## config.mk

```make
export PLATFORM = sky130hd
export DESIGN_NAME = ols_contrib
export DESIGN_NICKNAME = d
export VERILOG_FILES = /design/src/rtl/ols_pkg.sv /design/src/rtl/ols_contrib.sv
export SDC_FILE = /design/constraint.sdc
export NUM_CORES = 2
export LEC_CHECK = 0
export BUFFER_PORTS_ARGS = -buffer_cell sky130_fd_sc_hd__buf_2
export CORE_ASPECT_RATIO = 0.6
export CORE_UTILIZATION = 50
export CTS_CLUSTER_DIAMETER = 80
export DETAILED_ROUTE_END_ITERATION = 16
export PLACE_DENSITY_LB_ADDON = 0.25
export SYNTH_ARGS = -nofsm -noshare
export SYNTH_HDL_FRONTEND = slang
export SYNTH_SLANG_ARGS = --single-unit
```

## constraint.sdc

```tcl
create_clock -name aclk -period 37.8 [get_ports aclk]
set_input_delay 1.89 -clock aclk [delete_from_list [all_inputs] [get_ports aclk]]
set_output_delay 1.89 -clock aclk [all_outputs]
set_load 0.03 [all_outputs]
```

## src/rtl/ols_pkg.sv

```systemverilog
package ols_pkg;

    // fixed field widths
    localparam int KEY_W       = 16;
    localparam int IN_ADDR_W   = 24;
    localparam int CONTRIB_W   = 17;
    localparam int POS_W       = 7;
    localparam int MODE_W      = 2;
    localparam int MAXD_W      = 16;
    localparam int INV_W       = 24;
    localparam int STEP_W      = 15;
    localparam int CFG_IDX_W   = 2;
    localparam int CFG_DATA_W  = 24;
    localparam int IN_TDATA_W  = 40;
    localparam int OUT_TDATA_W = 48;
    localparam int EXP_TERMS   = 12;

    localparam int MAX_LINE_LENGTH_DEF = 64;
    localparam int ADDRESS_BITS_DEF    = 24;

    localparam logic [POS_W-1:0]     POS_LIMIT = 7'd127;
    localparam logic [CONTRIB_W-1:0] ONE_Q16   = 17'h10000;

    localparam logic [MODE_W-1:0] MODE_SQRT = 2'd1;
    localparam logic [MODE_W-1:0] MODE_EXP  = 2'd2;

    localparam logic [MODE_W-1:0] MODE_RST = 2'd1;
    localparam logic [MAXD_W-1:0] MAXD_RST = 16'd2560;
    localparam logic [INV_W-1:0]  INV_RST  = 24'd6554;
    localparam logic [STEP_W-1:0] STEP_RST = 15'd16384;

    typedef enum logic [CFG_IDX_W-1:0] {
        CFG_FUNCTION_MODE = 2'd0,
        CFG_MAX_DISTANCE  = 2'd1,
        CFG_INV_MAX_DIST  = 2'd2,
        CFG_STEP_LENGTH   = 2'd3
    } cfg_idx_t;

    typedef struct packed {
        logic [MODE_W-1:0] mode;
        logic [MAXD_W-1:0] max_dist;
        logic [INV_W-1:0]  inv_max;
        logic [STEP_W-1:0] step_len;
    } cfg_t;

    typedef struct packed {
        logic                 done;
        logic [CONTRIB_W-1:0] value;
    } ols_rsp_t;

    typedef enum logic [3:0] {
        T_IDLE, T_RD, T_CMP, T_PUSH, T_WAIT, T_EMIT, T_FRD, T_FCMP, T_FIN
    } top_state_t;

    typedef enum logic [3:0] {
        C_IDLE, C_DIST, C_RATIO, C_SEL, C_SQRT, C_EMUL, C_EDIV, C_EFIN, C_DONE
    } con_state_t;

endpackage

```

## src/rtl/ols_contrib.sv

```systemverilog
module ols_contrib import ols_pkg::*; (
    input  logic             aclk,
    input  logic             aresetn,
    input  cfg_t             cfg,
    input  logic             start,
    input  logic [POS_W-1:0] steps,
    output ols_rsp_t         rsp
);

    localparam int DIST_W = POS_W + STEP_W;
    localparam int PROD_W = DIST_W + INV_W;
    localparam int RAT_W  = 25;
    localparam int SQ_W   = 35;
    localparam int TERM_W = 33;
    localparam int Q_W    = 40;
    localparam int SUM_W  = 37;
    localparam int DIV_PER_CYC = 8;
    localparam int DIV_CYC     = Q_W / DIV_PER_CYC;

    con_state_t state_reg, state_next;

    logic [POS_W-1:0]        steps_reg;
    logic [DIST_W-1:0]       dist_reg;
    logic [PROD_W-1:0]       prod_reg;
    logic [RAT_W-1:0]        ratio_reg;
    logic [SQ_W-1:0]         v_reg, res_reg, bit_reg;
    logic [TERM_W-1:0]       term_reg;
    logic [Q_W-1:0]          quot_reg;
    logic [3:0]              rem_reg;
    logic [3:0]              k_reg;
    logic [2:0]              dcnt_reg;
    logic signed [SUM_W-1:0] sum_reg;
    logic [CONTRIB_W-1:0]    val_reg;

    logic                    beyond;
    logic [PROD_W-7:0]       ratio_wide;
    logic [RAT_W-1:0]        ratio_c;
    logic [SQ_W-1:0]         sq_try;
    logic                    sq_take;
    logic [TERM_W+RAT_W-1:0] mprod;
    logic [Q_W-1:0]          q_nx;
    logic [3:0]              r_nx;
    logic [4:0]              r_try;
    logic signed [SUM_W-1:0] rest;
    logic [SUM_W-1:0]        rounded;
    logic [CONTRIB_W-1:0]    exp_val;

    assign beyond     = dist_reg > {cfg.max_dist, 6'b0};
    assign ratio_wide = prod_reg[PROD_W-1:6];
    assign ratio_c    = (ratio_wide > (PROD_W-5)'(1 << 24)) ? RAT_W'(1 << 24)
                                                            : ratio_wide[RAT_W-1:0];
    assign sq_try     = res_reg + bit_reg;
    assign sq_take    = v_reg >= sq_try;
    assign mprod      = term_reg * ratio_reg;

    // restoring division by the small term index, eight quotient bits a cycle
    always_comb begin
        q_nx  = quot_reg;
        r_nx  = rem_reg;
        r_try = '0;
        for (int i = 0; i < DIV_PER_CYC; i++) begin
            r_try = {r_nx, q_nx[Q_W-1]};
            q_nx  = {q_nx[Q_W-2:0], 1'b0};
            if (r_try >= {1'b0, k_reg}) begin
                r_nx    = 4'(r_try - {1'b0, k_reg});
                q_nx[0] = 1'b1;
            end else begin
                r_nx = r_try[3:0];
            end
        end
    end

    always_comb begin
        rest    = SUM_W'(64'sh1_0000_0000) - sum_reg;
        rounded = '0;
        exp_val = '0;
        if (rest >= 0) begin
            rounded = SUM_W'(rest) + SUM_W'(32768);
            if (rounded[SUM_W-1:16] > (SUM_W-16)'(ONE_Q16)) begin
                exp_val = ONE_Q16;
            end else begin
                exp_val = rounded[16+CONTRIB_W-1:16];
            end
        end
    end

    always_ff @(posedge aclk) begin
        if (!aresetn) begin
            state_reg <= C_IDLE;
        end else begin
            state_reg <= state_next;
        end
    end

    always_comb begin
        state_next = state_reg;
        case (state_reg)
            C_IDLE:  if (start) state_next = C_DIST;
            C_DIST:  state_next = C_RATIO;
            C_RATIO: state_next = beyond ? C_DONE : C_SEL;
            C_SEL: begin
                if (cfg.mode == MODE_SQRT) begin
                    state_next = C_SQRT;
                end else if (cfg.mode == MODE_EXP) begin
                    state_next = C_EMUL;
                end else begin
                    state_next = C_DONE;
                end
            end
            C_SQRT:  if (bit_reg == SQ_W'(1)) state_next = C_DONE;
            C_EMUL:  state_next = C_EDIV;
            C_EDIV: begin
                if (dcnt_reg == 3'(DIV_CYC - 1)) begin
                    state_next = (k_reg == 4'(EXP_TERMS)) ? C_EFIN : C_EMUL;
                end
            end
            C_EFIN:  state_next = C_DONE;
            C_DONE:  state_next = C_IDLE;
            default: state_next = C_IDLE;
        endcase
    end

    always_ff @(posedge aclk) begin
        case (state_reg)
            C_IDLE: begin
                steps_reg <= steps;
            end
            C_DIST: begin
                dist_reg <= steps_reg * cfg.step_len;
            end
            C_RATIO: begin
                prod_reg <= dist_reg * cfg.inv_max;
                val_reg  <= ONE_Q16;
            end
            C_SEL: begin
                ratio_reg <= ratio_c;
                v_reg     <= SQ_W'({ratio_c, 8'b0});
                res_reg   <= '0;
                bit_reg   <= SQ_W'(64'h1_0000_0000);
                term_reg  <= TERM_W'(64'h1_0000_0000);
                sum_reg   <= SUM_W'(64'sh1_0000_0000);
                k_reg     <= 4'd1;
                val_reg   <= '0;
            end
            C_SQRT: begin
                if (sq_take) begin
                    v_reg   <= v_reg - sq_try;
                    res_reg <= (res_reg >> 1) + bit_reg;
                end else begin
                    res_reg <= res_reg >> 1;
                end
                bit_reg <= bit_reg >> 2;
                // last iteration result lands in res_reg; latch on the way out
                if (bit_reg == SQ_W'(1)) begin
                    val_reg <= sq_take ? CONTRIB_W'((res_reg >> 1) + bit_reg)
                                       : CONTRIB_W'(res_reg >> 1);
                end
            end
            C_EMUL: begin
                quot_reg <= Q_W'(mprod >> 24);
                rem_reg  <= '0;
                dcnt_reg <= '0;
            end
            C_EDIV: begin
                quot_reg <= q_nx;
                rem_reg  <= r_nx;
                dcnt_reg <= dcnt_reg + 3'd1;
                if (dcnt_reg == 3'(DIV_CYC - 1)) begin
                    term_reg <= q_nx[TERM_W-1:0];
                    if (k_reg[0]) begin
                        sum_reg <= sum_reg - SUM_W'(q_nx[TERM_W-1:0]);
                    end else begin
                        sum_reg <= sum_reg + SUM_W'(q_nx[TERM_W-1:0]);
                    end
                    k_reg <= k_reg + 4'd1;
                end
            end
            C_EFIN: begin
                val_reg <= exp_val;
            end
            default: begin
            end
        endcase
    end

    assign rsp.done  = (state_reg == C_DONE);
    assign rsp.value = val_reg;

endmodule

```

==> metrics.txt <==
Area growth syn-to-layout=5.16%; Clock Sinks=323; yosys warns=0; later-pin clock latency in the skew report=0.59 ns; # rows=101; nets=8654; register clock-pin slew on the reported worst setup and hold paths=0.07 ns; drt first pass iters=6; Rel. slew slack=3.60%; final hold vios=0; post-synthesis async set-or-reset flop share=0%; status=finished, final reports clean; total core area=127000 um^2; measured slew at the worst slew-check pin=1.44 ns; mean number of vias per cell=5.58; syn_area_per_cell=9.38 um^2; H-tree depth=2; Post-Syn Instances=6899; Resized cells post-CTS=0; f_max=47.6 MHz; Post-DP HPWL=141 mm; DRC viols=0; CP endpoint kind=flip-flop; critical path peak fanout=25; Post-CTS Hold Fix Bufs=0; CP peak stage delay=0.83 ns; Fin Setup TNS=0 ns; largest net degree at the start of global routing=76; critical setup path kind=flip-flop to flip-flop; register area share after synthesis=14.9%; slowest stage cell, crit path=o311ai_0; Main synth FF type=edfxtp_1; Final Skew=0.0384 ns; die span in x=466 um; Non-Filler Instances=8544; WP data arrival=21.32 ns; Max Transition Viols Final=0; worst path required time=38.10 ns; filler cell count=11700; Post-Synthesis Cell Area=64700 um^2; GPL Wtd Cong=0.927; total vias in the final route=47700; RSZ-0062 raised after global routing=no; grt ovf=0; Detail Route Antenna Nets=0; DIE HEIGHT=281 um; syn nets=8737; number of antenna violations at the first check in global routing=4; CTS Buffer Depth=3; critical path's top delay family=compound AO/OA/AOI/OAI gates; port bufs=84; synth unique cells=91; hold crit path type=flip-flop to flip-flop; CTS root buf=clkbuf_16; startpoint types=flip-flop; routed length per instance=21.1 um; #FFs+latches synth=323; Tcrit/Tclk final=55.6%; Max Cap Viol=0; Setup-failing EPs final=0; post-CTS setup buffers=0; initial core utilization=50.8%; CTS buffer count=35; first-pass GRT wire length=287 mm; placed instance count=8478; WP buf/inv=5; number of flops mapped to enable cells by yosys=319; Ports=85; Global Route Usage Sum=28.5%; Iteration-0 DRC Markers=4050; Routed Wire Length=181 mm; vias in the first global route=48800; layout cells sized above 1=4.59%; Die ar.=131000 um^2; post-layout min period=21.02 ns; CTS tree=built
-- cells in the mapped netlist, drive strengths merged, types with 38 or more instances --
cell / count / area [um^2]
a21o: 121 / 908
a21oi: 165 / 845
and2: 478 / 2990
and3: 49 / 307
clkbuf: 288 / 1080
edfxtp: 319 / 9580
fa: 1219 / 24400
ha: 552 / 6910
inv: 1294 / 4860
nand2: 1185 / 4450
nor2: 217 / 815
nor2b: 44 / 275
nor3: 52 / 272
o21ai: 127 / 654
o21bai: 38 / 285
xnor2: 164 / 1440
xor2: 114 / 998
-- kinds of logic (layout without fill, tap and decap cells) --
family          count (synthesis)  in the layout  synth area share (%)
compound gates                697            697                  7.35
xor+xnor                      278            278                  3.76
fa+ha+maj                    1772           1772                  48.4
buf+inv                      1599           1542                  9.33
flops                         323            323                  14.9
mux                            18             18                 0.296
other cells                     0              3                     0
simple gates                 2212           2212                  15.9
-- per-layer routing --
| metal | share of wire (%) | vias to the layer above | GRT usage, % |
|---|---|---|---|
| met4 | 1.6 | 2 | 4.39 |
| met1 | 48 | 24100 | 46.3 |
| met5 | 0.015 | - | 0 |
| met3 | 11 | 198 | 7.42 |
| met2 | 39 | 2086 | 37.8 |
| li1 | - | 21200 | - |
-- path summary, 6_finish.rpt --
path / to / startpoint / cells after the start / slack [ns]
min reg2reg: quot_reg[33]$_DFFE_PP_ / quot_reg[25]$_DFFE_PP_ / 2 / 0.55
min: quot_reg[33]$_DFFE_PP_ / quot_reg[25]$_DFFE_PP_ / 2 / 0.55
max: sum_reg[35]$_SDFFCE_PN0P_ / k_reg[3]$_SDFFCE_PN0P_ / 81 / 16.78
max reg2reg: sum_reg[35]$_SDFFCE_PN0P_ / k_reg[3]$_SDFFCE_PN0P_ / 81 / 16.78
-- tightest hold or removal path, delay by kind of cell (launching register included) --
family | cells | cell delay, ns
and+or+nand+nor | 1 | 0.05
DFF | 1 | 0.32
AOI/OAI and AO/OA | 1 | 0.07
-- cell usage in the layout (no fill, tap or decap), drive strengths merged, types with 44 or more instances in the layout --
cell	n
ha	552
nor2b	44
o21ai	127
and2	478
xnor2	164
buf	185
and3	49
nor2	217
nor3	52
nand2	1185
a21o	121
inv	1299
xor2	114
edfxtp	319
fa	1219
clkbuf	46
a21oi	165
-- cell type report --
type	instances	area (um^2)	area share, %
Clock inverter	17	165	0.243
Multi-Input combinational cell	4977	49100	72.1
Clock buffer	46	960	1.41
Inverter	1294	4860	7.14
Antenna cell	3	7.51	0.0110
Tap cell	1699	2130	3.12
Sequential cell	323	9660	14.2
Timing Repair Buffer	185	1180	1.73
-- through the flow --
stage	util (%)	setup slack (ns)	area [um^2]	hold slack, ns
5_1_grt	53.4	14.96	68000	0.579
3_3_place_gp	52.5	17.34	66900	0.533
3_5_place_dp	52.5	17.12	66900	0.527
2_1_floorplan	-	20.71	64700	0.496
6_report	53.4	16.78	68000	0.550
4_1_cts	53.4	17.04	68000	0.560
Power is left out: the tool's default activity adds up to more than one toggle a clock period on the data nets, which glitch-free logic cannot reach.
